--- config.mk ---
export PLATFORM = sky130hd
export DESIGN_NAME = parse_scaled_decimal
export DESIGN_NICKNAME = d
export VERILOG_FILES = /design/src/rtl/psd_pkg.sv /design/src/rtl/parse_scaled_decimal.sv
export SDC_FILE = /design/constraint.sdc
export NUM_CORES = 1
export LEC_CHECK = 0
export BUFFER_PORTS_ARGS = -buffer_cell sky130_fd_sc_hd__clkbuf_2
export CORE_MARGIN = 2
export CORE_UTILIZATION = 45
export CTS_CLUSTER_SIZE = 10
export DETAILED_ROUTE_END_ITERATION = 8
export PLACE_DENSITY = 0.59
export SYNTH_ARGS = -nofsm -noshare
export SYNTH_HDL_FRONTEND = slang
export SYNTH_SLANG_ARGS = --single-unit
--- constraint.sdc ---
create_clock -name clk -period 12.1 [get_ports clk]
set_clock_uncertainty 0.1 [all_clocks]
set_input_delay 1.21 -clock clk [delete_from_list [all_inputs] [get_ports clk]]
set_output_delay 1.21 -clock clk [all_outputs]
set_load 0.1 [all_outputs]
--- src/rtl/psd_pkg.sv ---
`timescale 1ns / 1ps
// Shared codes for the scaled decimal parser: result status, character codes
// and configuration register indexes. No dependencies.
package psd_pkg;

  typedef enum logic [2:0] {
    ST_OK        = 3'd0,
    ST_NOT_NUM   = 3'd1,
    ST_MISS_FRAC = 3'd2,
    ST_TOO_MANY  = 3'd3,
    ST_BELOW_MIN = 3'd4,
    ST_ABOVE_MAX = 3'd5
  } status_t;

  localparam logic [7:0] CH_ZERO  = 8'h30;
  localparam logic [7:0] CH_FIVE  = 8'h35;
  localparam logic [7:0] CH_NINE  = 8'h39;
  localparam logic [7:0] CH_MINUS = 8'h2D;
  localparam logic [7:0] CH_DOT   = 8'h2E;

  localparam logic [1:0] CFG_MIN_VALUE   = 2'd0;
  localparam logic [1:0] CFG_MAX_VALUE   = 2'd1;
  localparam logic [1:0] CFG_FRAC_DIGITS = 2'd2;
  localparam logic [1:0] CFG_FRAC_LIMIT  = 2'd3;

endpackage

--- src/rtl/parse_scaled_decimal.sv ---
`timescale 1ns / 1ps
// Decimal string to scaled fixed-point parser, top level.
// Depends on psd_pkg.
//
// Usage: characters enter one item at a time on char_in with in_valid/in_ready.
// A number is an optional '-', integer digits, an optional '.' and fraction
// digits. The first character that cannot extend the number ends it and one
// result item leaves on scaled_value/status/stop_char with out_valid/out_ready.
// Other characters produce no result.
// Sequence: an ordinary character is accepted, then makes one pass through the
// shared multiply-and-add unit before the next one is taken. An ending character
// runs S_EXEC, S_FIN, S_PAD (one zero-padding digit per step, up to frac_digits,
// through the same unit), S_CHK and S_EMIT, and then the next item is taken.
// Format errors skip padding and S_CHK; too many digits still passes S_FIN.
// Stall: the result sits in an output register; the parser keeps accepting
// characters meanwhile and only waits if a second result is ready to load.
// Reset: rst clears the parser to the idle phase, drops out_valid and loads
// the register defaults (full 32-bit range, 3 fraction digits, limit 5).
// Configuration: cfg_we writes cfg_data into register cfg_index at once.
module parse_scaled_decimal
  import psd_pkg::*;
#(
  parameter int ACC_BITS = 34
) (
  input  logic        clk,
  input  logic        rst,
  input  logic        in_valid,
  output logic        in_ready,
  input  logic [7:0]  char_in,
  output logic        out_valid,
  input  logic        out_ready,
  output logic signed [31:0] scaled_value,
  output logic [2:0]  status,
  output logic [7:0]  stop_char,
  input  logic        cfg_we,
  input  logic [1:0]  cfg_index,
  input  logic [31:0] cfg_data
);

  localparam int VW = ACC_BITS + 1;
  localparam int SW = ACC_BITS + 4;
  localparam logic [ACC_BITS-1:0] ACC_TOP = '1;
  localparam logic signed [VW-1:0] I32_MAX = {{(VW-32){1'b0}}, 32'h7FFF_FFFF};
  localparam logic signed [VW-1:0] I32_MIN = {{(VW-32){1'b1}}, 32'h8000_0000};

  typedef enum logic [2:0] {S_IN, S_EXEC, S_FIN, S_PAD, S_CHK, S_EMIT} seq_t;
  typedef enum logic [2:0] {P_IDLE, P_SIGN, P_INT, P_DOT, P_FRAC} phase_t;

  seq_t                state;
  phase_t              phase;
  logic                is_negative;
  logic [ACC_BITS-1:0] magnitude;
  logic [4:0]          frac_seen;
  logic [7:0]          ch;
  logic [3:0]          pad_cnt;
  logic [31:0]         res_value;
  status_t             res_status;

  logic [31:0] min_value;
  logic [31:0] max_value;
  logic [3:0]  frac_digits;
  logic [3:0]  frac_limit;

  // configuration registers
  always_ff @(posedge clk) begin
    if (rst) begin
      min_value   <= 32'h8000_0000;
      max_value   <= 32'h7FFF_FFFF;
      frac_digits <= 4'd3;
      frac_limit  <= 4'd5;
    end else if (cfg_we) begin
      unique case (cfg_index)
        CFG_MIN_VALUE:   min_value   <= cfg_data;
        CFG_MAX_VALUE:   max_value   <= cfg_data;
        CFG_FRAC_DIGITS: frac_digits <= cfg_data[3:0];
        CFG_FRAC_LIMIT:  frac_limit  <= cfg_data[3:0];
        default: ;
      endcase
    end
  end

  // character decode
  logic       is_dig;
  logic [3:0] digit;
  logic [4:0] fd5;
  logic       keep_dig;
  logic       round_dig;

  always_comb begin
    is_dig    = (ch >= CH_ZERO) && (ch <= CH_NINE);
    digit     = 4'(ch - CH_ZERO);
    fd5       = {1'b0, frac_digits};
    keep_dig  = frac_seen < fd5;
    round_dig = (frac_seen == fd5) && (ch >= CH_FIVE);
  end

  // shared unit: magnitude * (10 or 1) + addend, saturating at the top
  logic          unit_mul;
  logic [3:0]    unit_add;
  logic [SW-1:0] unit_prod;
  logic [SW-1:0] unit_sum;
  logic [ACC_BITS-1:0] unit_res;

  always_comb begin
    unit_mul = 1'b1;
    unit_add = 4'd0;
    if (state == S_EXEC) begin
      if ((phase == P_DOT || phase == P_FRAC) && !keep_dig) begin
        unit_mul = 1'b0;
        unit_add = 4'd1;
      end else begin
        unit_add = digit;
      end
    end
    unit_prod = unit_mul ? (({4'b0, magnitude} << 3) + ({4'b0, magnitude} << 1))
                         : {4'b0, magnitude};
    unit_sum  = unit_prod + SW'(unit_add);
    unit_res  = (unit_sum > {4'b0, ACC_TOP}) ? ACC_TOP : unit_sum[ACC_BITS-1:0];
  end

  // range check on the signed value
  logic signed [VW-1:0] val;
  logic signed [VW-1:0] min_ext;
  logic signed [VW-1:0] max_ext;
  logic                 below;
  logic                 above;
  logic [31:0]          clamped;

  always_comb begin
    val     = is_negative ? -$signed({1'b0, magnitude}) : $signed({1'b0, magnitude});
    min_ext = {{(VW-32){min_value[31]}}, min_value};
    max_ext = {{(VW-32){max_value[31]}}, max_value};
    below   = val < min_ext;
    above   = val > max_ext;
    if (val > I32_MAX) begin
      clamped = 32'h7FFF_FFFF;
    end else if (val < I32_MIN) begin
      clamped = 32'h8000_0000;
    end else begin
      clamped = val[31:0];
    end
  end

  assign in_ready = (state == S_IN);

  always_ff @(posedge clk) begin
    if (rst) begin
      state       <= S_IN;
      phase       <= P_IDLE;
      is_negative <= 1'b0;
      magnitude   <= '0;
      frac_seen   <= '0;
      out_valid   <= 1'b0;
    end else begin
      if (state == S_EMIT && (!out_valid || out_ready)) begin
        out_valid <= 1'b1;
      end else if (out_valid && out_ready) begin
        out_valid <= 1'b0;
      end
      unique case (state)
        S_IN: begin
          if (in_valid) begin
            ch    <= char_in;
            state <= S_EXEC;
          end
        end
        S_EXEC: begin
          state <= S_IN;
          unique case (phase)
            P_IDLE, P_SIGN: begin
              if (phase == P_IDLE && ch == CH_MINUS) begin
                is_negative <= 1'b1;
                phase       <= P_SIGN;
              end else if (is_dig) begin
                magnitude <= unit_res;
                phase     <= P_INT;
              end else if (ch == CH_DOT) begin
                phase <= P_DOT;
              end else begin
                res_value  <= '0;
                res_status <= ST_NOT_NUM;
                state      <= S_EMIT;
              end
            end
            P_INT: begin
              if (is_dig) begin
                magnitude <= unit_res;
              end else if (ch == CH_DOT) begin
                phase <= P_DOT;
              end else begin
                state <= S_FIN;
              end
            end
            P_DOT, P_FRAC: begin
              if (!is_dig) begin
                if (phase == P_DOT) begin
                  res_value  <= '0;
                  res_status <= ST_MISS_FRAC;
                  state      <= S_EMIT;
                end else begin
                  state <= S_FIN;
                end
              end else begin
                phase <= P_FRAC;
                if (keep_dig || round_dig) begin
                  magnitude <= unit_res;
                end
                if (frac_seen != 5'd31) begin
                  frac_seen <= frac_seen + 5'd1;
                end
              end
            end
            default: begin
              phase       <= P_IDLE;
              is_negative <= 1'b0;
              magnitude   <= '0;
              frac_seen   <= '0;
            end
          endcase
        end
        S_FIN: begin
          if (frac_seen > {1'b0, frac_limit}) begin
            res_value  <= '0;
            res_status <= ST_TOO_MANY;
            state      <= S_EMIT;
          end else begin
            pad_cnt <= keep_dig ? 4'(fd5 - frac_seen) : 4'd0;
            state   <= S_PAD;
          end
        end
        S_PAD: begin
          // append one zero digit per cycle
          if (pad_cnt != 4'd0) begin
            magnitude <= unit_res;
            pad_cnt   <= pad_cnt - 4'd1;
          end else begin
            state <= S_CHK;
          end
        end
        S_CHK: begin
          res_value <= clamped;
          priority if (below) begin
            res_status <= ST_BELOW_MIN;
          end else if (above) begin
            res_status <= ST_ABOVE_MAX;
          end else begin
            res_status <= ST_OK;
          end
          state <= S_EMIT;
        end
        S_EMIT: begin
          // hold until the output register is free
          if (!out_valid || out_ready) begin
            scaled_value <= res_value;
            status       <= res_status;
            stop_char    <= ch;
            phase        <= P_IDLE;
            is_negative  <= 1'b0;
            magnitude    <= '0;
            frac_seen    <= '0;
            state        <= S_IN;
          end
        end
        default: state <= S_IN;
      endcase
    end
  end

  a_fmt_err_zero: assert property (@(posedge clk) disable iff (rst)
    out_valid && (status == ST_NOT_NUM || status == ST_MISS_FRAC || status == ST_TOO_MANY)
    |-> scaled_value == 32'd0)
    else $error("format error result carries a nonzero value");

  a_idle_clean: assert property (@(posedge clk) disable iff (rst)
    phase == P_IDLE |-> magnitude == '0 && !is_negative && frac_seen == 5'd0)
    else $error("idle phase with leftover parse state");

  a_accept_exec: assert property (@(posedge clk) disable iff (rst)
    in_valid && in_ready |=> state == S_EXEC && !in_ready)
    else $error("accepted item not executed next cycle");

  a_emit_clears: assert property (@(posedge clk) disable iff (rst)
    $rose(out_valid) |-> phase == P_IDLE && state == S_IN)
    else $error("result emitted without clearing the parser");

endmodule
==> results.md, run 1 <==
- Final Hold Viols: 0
- Synth-to-layout area growth: 9.74%
- Most frequent cells in the layout: nand2_1, a21oi_1, inv_1
- Layout cell share with drive strength beyond 1: around 11%
- Postcts setup bufs: 0
- Slew @ Worst Pin: around 1.1 ns
- Mapped cell area: approximately 0.015 mm^2
- GR Overflow Total: 0
- Post-synthesis cell type count: slightly above 90
- Worst setup SP type: flop
- Die Ht: roughly 190 um
- Power Dens Cells: just under 100 mW/mm^2
- Cell Rows: between 60 and 70
- Pre-antenna DRT Iters: 6
- Maxcap violations: 0
- Worst-path clk slew: 0.06 ns
- IO Count: between 90 and 100
- Cts hold-fix bufs: 0
- RSZ-0062 raised after global routing: false
- Post-CTS sizing: 0
- Initial core utilization: a little under half
- HP Class: flop to flop
- Leakage power: approximately 7 nW
- Final TNS setup: 0 ns
- Cts bufs inserted: 25
- CORE AREA: between 0.03 and 0.04 mm^2
- Final #Nets: 1959
- Clock Latency Late Sink: approximately 0.53 ns
- Antenna Cells: 0
- Synth Flop Type: dfxtp_1
- Tcrit/Tclk final: between 40% and 50%
- Chip width: 185 um
- GR Util All Layers: between 20% and 30%
- Clk buf depth: 3
- First-pass GRT wire length: 65000 um
- Most common cell after layout, fill and taps aside: nand2_1
- Post-Syn Area per Cell: 8.41 um^2
- R2R Path Start: frac_seen[1]
- H-tree depth: 1
- Status: finished clean
- CTS root buf: clkbuf_16
- Pin count of the biggest net entering global routing: ~70
- Crit path time final: 5.43 ns
- Fraction of registers with async set/reset: 0%
- Vias in the first global route: ~12000
- Clock sink count: ~210
- Req. time, crit path: 12.37 ns
- GP Congestion: around 0.9
- CP arrival: ~5.7 ns
- Rel. slew slack: 23.6%
- Slew Limit Fails: 0
- Post-route ant nets: 0
- Setup violators final: 0
- Yosys Warn Count: 0
- Sequential fraction of the synthesis area: around a third
- CP Max Fanout: between 40 and 50
- Critical Path Sink Type: flop
- HP Start: res_status[1]
- Overall Power: 1.59 mW
- Max Clock Freq: ~180 MHz
- Initial DRC Count: ~1000
- DRC Markers: 0
- EDFF count, synth: 90
- Initial antenna violation count: 0
- Synth Instances: roughly 1800
- Die area: ~0.034 mm^2
- DP HPWL: around 30000 um
- Worst setup startpoint: frac_seen[1]
- DR vias: 12800
- Post-synthesis register bit count: 209
- Drt total wl: 40600 um
- CP Class: flop to flop
- Vias/cell: roughly 5.7
- Mapped Nets: 1933
- Maximum vdd ir drop: around 0.096 mV
- PortBufs: 91
- Wire per inst: ~18 um
- CTS tree: yes
==> where the power goes <==
part / total [mW] / switching [mW] / leakage (nW) / internal, mW
clock: 0.678 / 0.288 / 0.347 / 0.390
combinational: 0.139 / 0.0976 / 4.85 / 0.0414
sequential: 0.777 / 0.0146 / 1.79 / 0.763
total: 1.59 / 0.400 / 6.99 / 1.19
==> state kept, by name, indices dropped and copies added, names as in the netlist <==
register	cells
scaled_value	32
ch	8
res_value	32
frac_limit	4
is_negative	1
magnitude	34
status	3
pad_cnt	4
frac_digits	4
stop_char	8
phase	3
state	3
max_value	32
res_status	3
min_value	32
out_valid	1
frac_seen	5
==> path summary, 6_finish.rpt <==
path         slack (ns)  cells after the start            to
max reg2reg        6.67                     19  magnitude[7]
max                6.67                     19  magnitude[7]
min reg2reg        0.32                      0     status[1]
min                0.32                      0     status[1]
==> worst max-delay path: stages (launching register included) <==
cell	delay (ns)
dfxtp_1	0.45
inv_1	0.12
ha_1	0.32
nand3_1	0.08
o221ai_1	0.46
and2_1	0.26
nand2_2	0.06
buf_4	0.29
nor2_1	0.16
ha_1	0.20
fa_1	0.21
a21o_1	0.12
a21oi_1	0.17
nor2_1	0.31
nand3_1	0.19
nor4_2	0.58
nand4_1	0.29
o21ai_4	0.19
buf_4	0.46
a311oi_2	0.17
==> cell families (layout without fill, tap and decap cells) <==
| family | after synthesis | after routing | share of synthesized area, % |
|---|---|---|---|
| XOR/XNOR | 85 | 85 | 5.02 |
| multiplexers | 16 | 16 | 1.11 |
| adder cells (fa/ha/maj) | 124 | 124 | 10.6 |
| flip-flops | 209 | 209 | 34.3 |
| AND/OR/NAND/NOR | 604 | 604 | 20.0 |
| buffers and inverters | 232 | 274 | 6.24 |
| AO/OA/AOI/OAI | 492 | 492 | 22.7 |
==> stage by stage <==
stage          util, %  std cells  instance area, um^2  hold slack [ns]  setup WS (ns)
6_report          50.1       2246                16300            0.316           6.67
5_1_grt           50.1       2246                16300            0.321           6.06
4_1_cts           50.1       2246                16300            0.317           6.75
3_5_place_dp      47.9       2203                15500            0.305           6.76
3_3_place_gp      47.9       2203                15500            0.301           6.91
2_1_floorplan        -       1762                14800            0.300           6.81
==> synthesized netlist by cell type (32+ instances only) <==
cell | instances | area, um^2
nor2_1 | 103 | 387
nor3_1 | 32 | 160
xnor2_1 | 37 | 324
inv_1 | 128 | 480
clkbuf_1 | 77 | 289
nand3_1 | 40 | 200
o21ai_0 | 96 | 480
ha_1 | 121 | 1510
dfxtp_1 | 119 | 2380
edfxtp_1 | 90 | 2700
a21oi_1 | 163 | 816
a21o_1 | 43 | 323
nand4_1 | 32 | 200
nand2_1 | 237 | 890
nand3b_1 | 37 | 278
xor2_1 | 48 | 420
==> cell type report <==
class	instances	area, um^2
inverter	128	480
timing repair buffer	103	548
clock inverter	3	28.8
fill	3147	16200
sequential	209	5080
multi-input combinational	1321	8880
tap	442	553
clock buffer	40	692
==> per-layer routing <==
layer	global-route usage, %	vias to the layer above	share of wire [%]
li1	-	6391	-
met1	34.3	6035	49
met2	37.0	316	44
met3	2.76	61	4.3
met4	6.16	0	2.6
met5	0	-	0
Power figures use the tool's default switching activity.
==> inputs of run 2 (changes only) <==
--- a/config.mk
+++ b/config.mk
@@ -10,7 +10,7 @@
 export CORE_UTILIZATION = 45
 export CTS_CLUSTER_SIZE = 10
 export DETAILED_ROUTE_END_ITERATION = 8
-export PLACE_DENSITY = 0.59
+export PLACE_DENSITY = 0.61
 export SYNTH_ARGS = -nofsm -noshare
 export SYNTH_HDL_FRONTEND = slang
 export SYNTH_SLANG_ARGS = --single-unit
==> constraint.sdc (replaced) <==
create_clock -name clk -period 4.45 [get_ports clk]
set_clock_uncertainty 0.1 [all_clocks]
set_input_delay 0.445 -clock clk [delete_from_list [all_inputs] [get_ports clk]]
set_output_delay 0.445 -clock clk [all_outputs]
set_load 0.1 [all_outputs]
==> run 2 against run 1 <==
  * Clock-buffer cell count is 3 higher
  * Non-clock buffer count is 97 higher
  * Sequential power grew to 2.7 times the previous value
  * Maximum frequency is 25% higher
  * Clock power grew to 3.1 times the previous value
  * Cell area is 8.6% higher
  * Cell count is 4.5% higher
  * Critical path depth stayed put
  * Combinational power grew to 3.0 times the previous value
==> results.md, run 2 (synthesized netlist as in run 1, its figures left out) <==
- Pin count of the biggest net entering global routing: 64 (was 69)
- Worst setup SP type: flop (unchanged)
- HP Class: input port to flop (was flop to flop)
- Final #Nets: 2057 (was 1959)
- Setup slack after layout: 0.121 ns (was 6.67 ns)
- Max FFs per register: 34 (unchanged)
- Worst-path clk slew: 0.06 ns (about the same)
- Initial antenna violation count: 1 (was 0)
- DRC Markers: 0 (unchanged)
- Die Ht: 185 um (unchanged)
- DP HPWL: 30600 um (was 30300 um)
- Slew Limit Fails: 0 (unchanged)
- CTS tree: yes (unchanged)
- Fill cells: 2978 (was 3147)
- Final core occ: 54.4% (was 50.1%)
- Initial core utilization: 45.7% (unchanged)
- H-tree depth: 1 (unchanged)
- Chip width: 185 um (unchanged)
- Synth-to-layout area growth: 19.1% (was 9.74%)
- CP arrival: 4.65 ns (was 5.69 ns)
- Cell Rows: 66 (unchanged)
- CP max stage delay: 0.45 ns (was 0.58 ns)
- Most common cell after layout, fill and taps aside: nand2_1 (unchanged)
- Maximum vdd ir drop: 0.228 mV (was 0.0963 mV)
- Leakage power: 7.71 nW (was 6.99 nW)
- Final TNS setup: 0 ns (unchanged)
- Layout cell share with drive strength beyond 1: 18.8% (was 10.9%)
- Setup violators final: 0 (unchanged)
- Tcrit/Tclk final: 97.3% (was 44.8%)
- WP buf/inv: 2 (was 3)
- CP Class: flop to flop (unchanged)
- Final Hold Viols: 0 (unchanged)
- CP max stage cell: a2111oi_4 (was nor4_2)
- Clock Latency Late Sink: 0.54 ns (was 0.53 ns)
- Max Clock Freq: 231 MHz (was 184 MHz)
- Critical-path cell list: inv_1, ha_4, nand3_2, o221ai_4, and2_4, nor2_1, and2_1, ha_1, a21o_1, a21oi_2, nor2b_4, nor2_1, or2_4, nor4_4, nand4_1, a2111oi_4, o21ai_4, buf_4, a221oi_1 (was inv_1, ha_1, nand3_1, o221ai_1, and2_1, nand2_2, buf_4, nor2_1, ha_1, fa_1, a21o_1, a21oi_1, nor2_1, nand3_1, nor4_2, nand4_1, o21ai_4, buf_4, a311oi_2)
- Inst Count DP: 2284 (was 2203)
- Pre-antenna DRT Iters: 7 (was 6)
- Drt total wl: 40800 um (was 40600 um)
- CORE AREA: 0.0325 mm^2 (unchanged)
- Clk buf depth: 3 (unchanged)
- RSZ-0062 raised after global routing: true (was false)
- CP Max Fanout: 6 (was 49)
- Crit path time final: 4.33 ns (was 5.43 ns)
- Slew @ Worst Pin: 0.874 ns (was 1.15 ns)
- Wire per inst: 17.4 um (was 18.1 um)
- DR vias: 13300 (was 12800)
- CTS root buf: clkbuf_16 (unchanged)
- Most frequent cells in the layout: nand2_1, a21oi_1, inv_1 (unchanged)
- PortBufs: 91 (unchanged)
- Maxcap violations: 0 (unchanged)
- GR Overflow Total: 0 (unchanged)
- Clock sink count: 209 (unchanged)
- Non-Filler Instances: 2348 (was 2246)
- Vias in the first global route: 12600 (was 12100)
- Status: finished clean (unchanged)
- Delay-heaviest family, CP: simple AND/OR/NAND/NOR gates (unchanged)
- Req. time, crit path: 4.77 ns (was 12.37 ns)
- Vias/cell: 5.67 (was 5.70)
- GR Util All Layers: 23.5% (was 23.6%)
- Power Dens Cells: 259 mW/mm^2 (was 98.0 mW/mm^2)
- First-pass GRT wire length: 65400 um (was 65000 um)
- Worst Hold Margin: 0.0383 ns (was 0.316 ns)
- Cts bufs inserted: 26 (was 25)
- Initial DRC Count: 687 (was 1027)
- Most flops, register: magnitude (unchanged)
- GP Congestion: 0.882 (was 0.903)
- Die area: 0.0344 mm^2 (unchanged)
- Rel. slew slack: 40.2% (was 23.6%)
- IO Count: 92 (unchanged)
- Post-route ant nets: 0 (unchanged)
- Place WS: -0.0842 ns (was 6.76 ns)
- Critical Path Sink Type: flop (unchanged)
- CP dominant cell by count: nor2_1
run 2: timing repair:
item	in CTS	in global routing
resized for setup	4	76
pin swaps	0	27
hold endpoints to repair	8	0
hold buffers	8	0
endpoints found under the setup margin	2	36
buffers inserted	0	8
run 2: path summary, 6_finish.rpt:
check	from	endpoint	slack [ns]	depth (start not counted)
hold reg to reg	res_value[2]	scaled_value[2]	0.31	0
hold / removal	cfg_data[6]	max_value[6]	0.04	3
setup / recovery	frac_seen[2]	magnitude[26]	0.12	19
setup reg to reg	frac_seen[2]	magnitude[26]	0.12	19
run 2: stage by stage:
| step | instance area [um^2] | power (mW) |
|---|---|---|
| floorplan | 15000 | 2.41 |
| global placement | 16300 | 2.53 |
| detailed placement | 16300 | 2.54 |
| CTS | 17200 | 4.62 |
| global route | 17700 | 4.74 |
| finish | 17700 | 4.58 |
run 2: worst reg2reg max path: cells and delay by family, from the launching register on:
kind            cells  cell delay [ns]
buf+inv             2             0.26
flops               1             0.38
compound gates      6             1.26
simple gates        9             1.63
fa+ha+maj           2             0.59
run 2: final cells by class:
class	count	area [um^2]	area share, %
clock buffer	43	754	4.27
timing repair buffer	200	1320	7.48
antenna	1	2.50	0.0142
multi-input combinational	1321	9370	53.1
clock inverter	4	81.3	0.461
sequential	209	5090	28.8
inverter	128	480	2.72
tap	442	553	3.13
run 2: power by group:
group | leakage, nW | internal (mW) | switching (mW) | total [mW]
Combinational | 5.51 | 0.129 | 0.283 | 0.412
Clock | 0.404 | 1.26 | 0.801 | 2.07
Sequential | 1.80 | 2.07 | 0.0283 | 2.10
run 2: per-layer routing:
metal  routed length (um)  part of all wire (%)  vias to the layer above  GRT usage (%)
li1                     -                     -                     6584              -
met1                19200                    47                     6311           33.2
met2                18800                    46                      364           38.9
met3                 2050                   5.0                       53           2.17
met4                  721                   1.8                        0           5.71
met5                    0                     0                        -              0
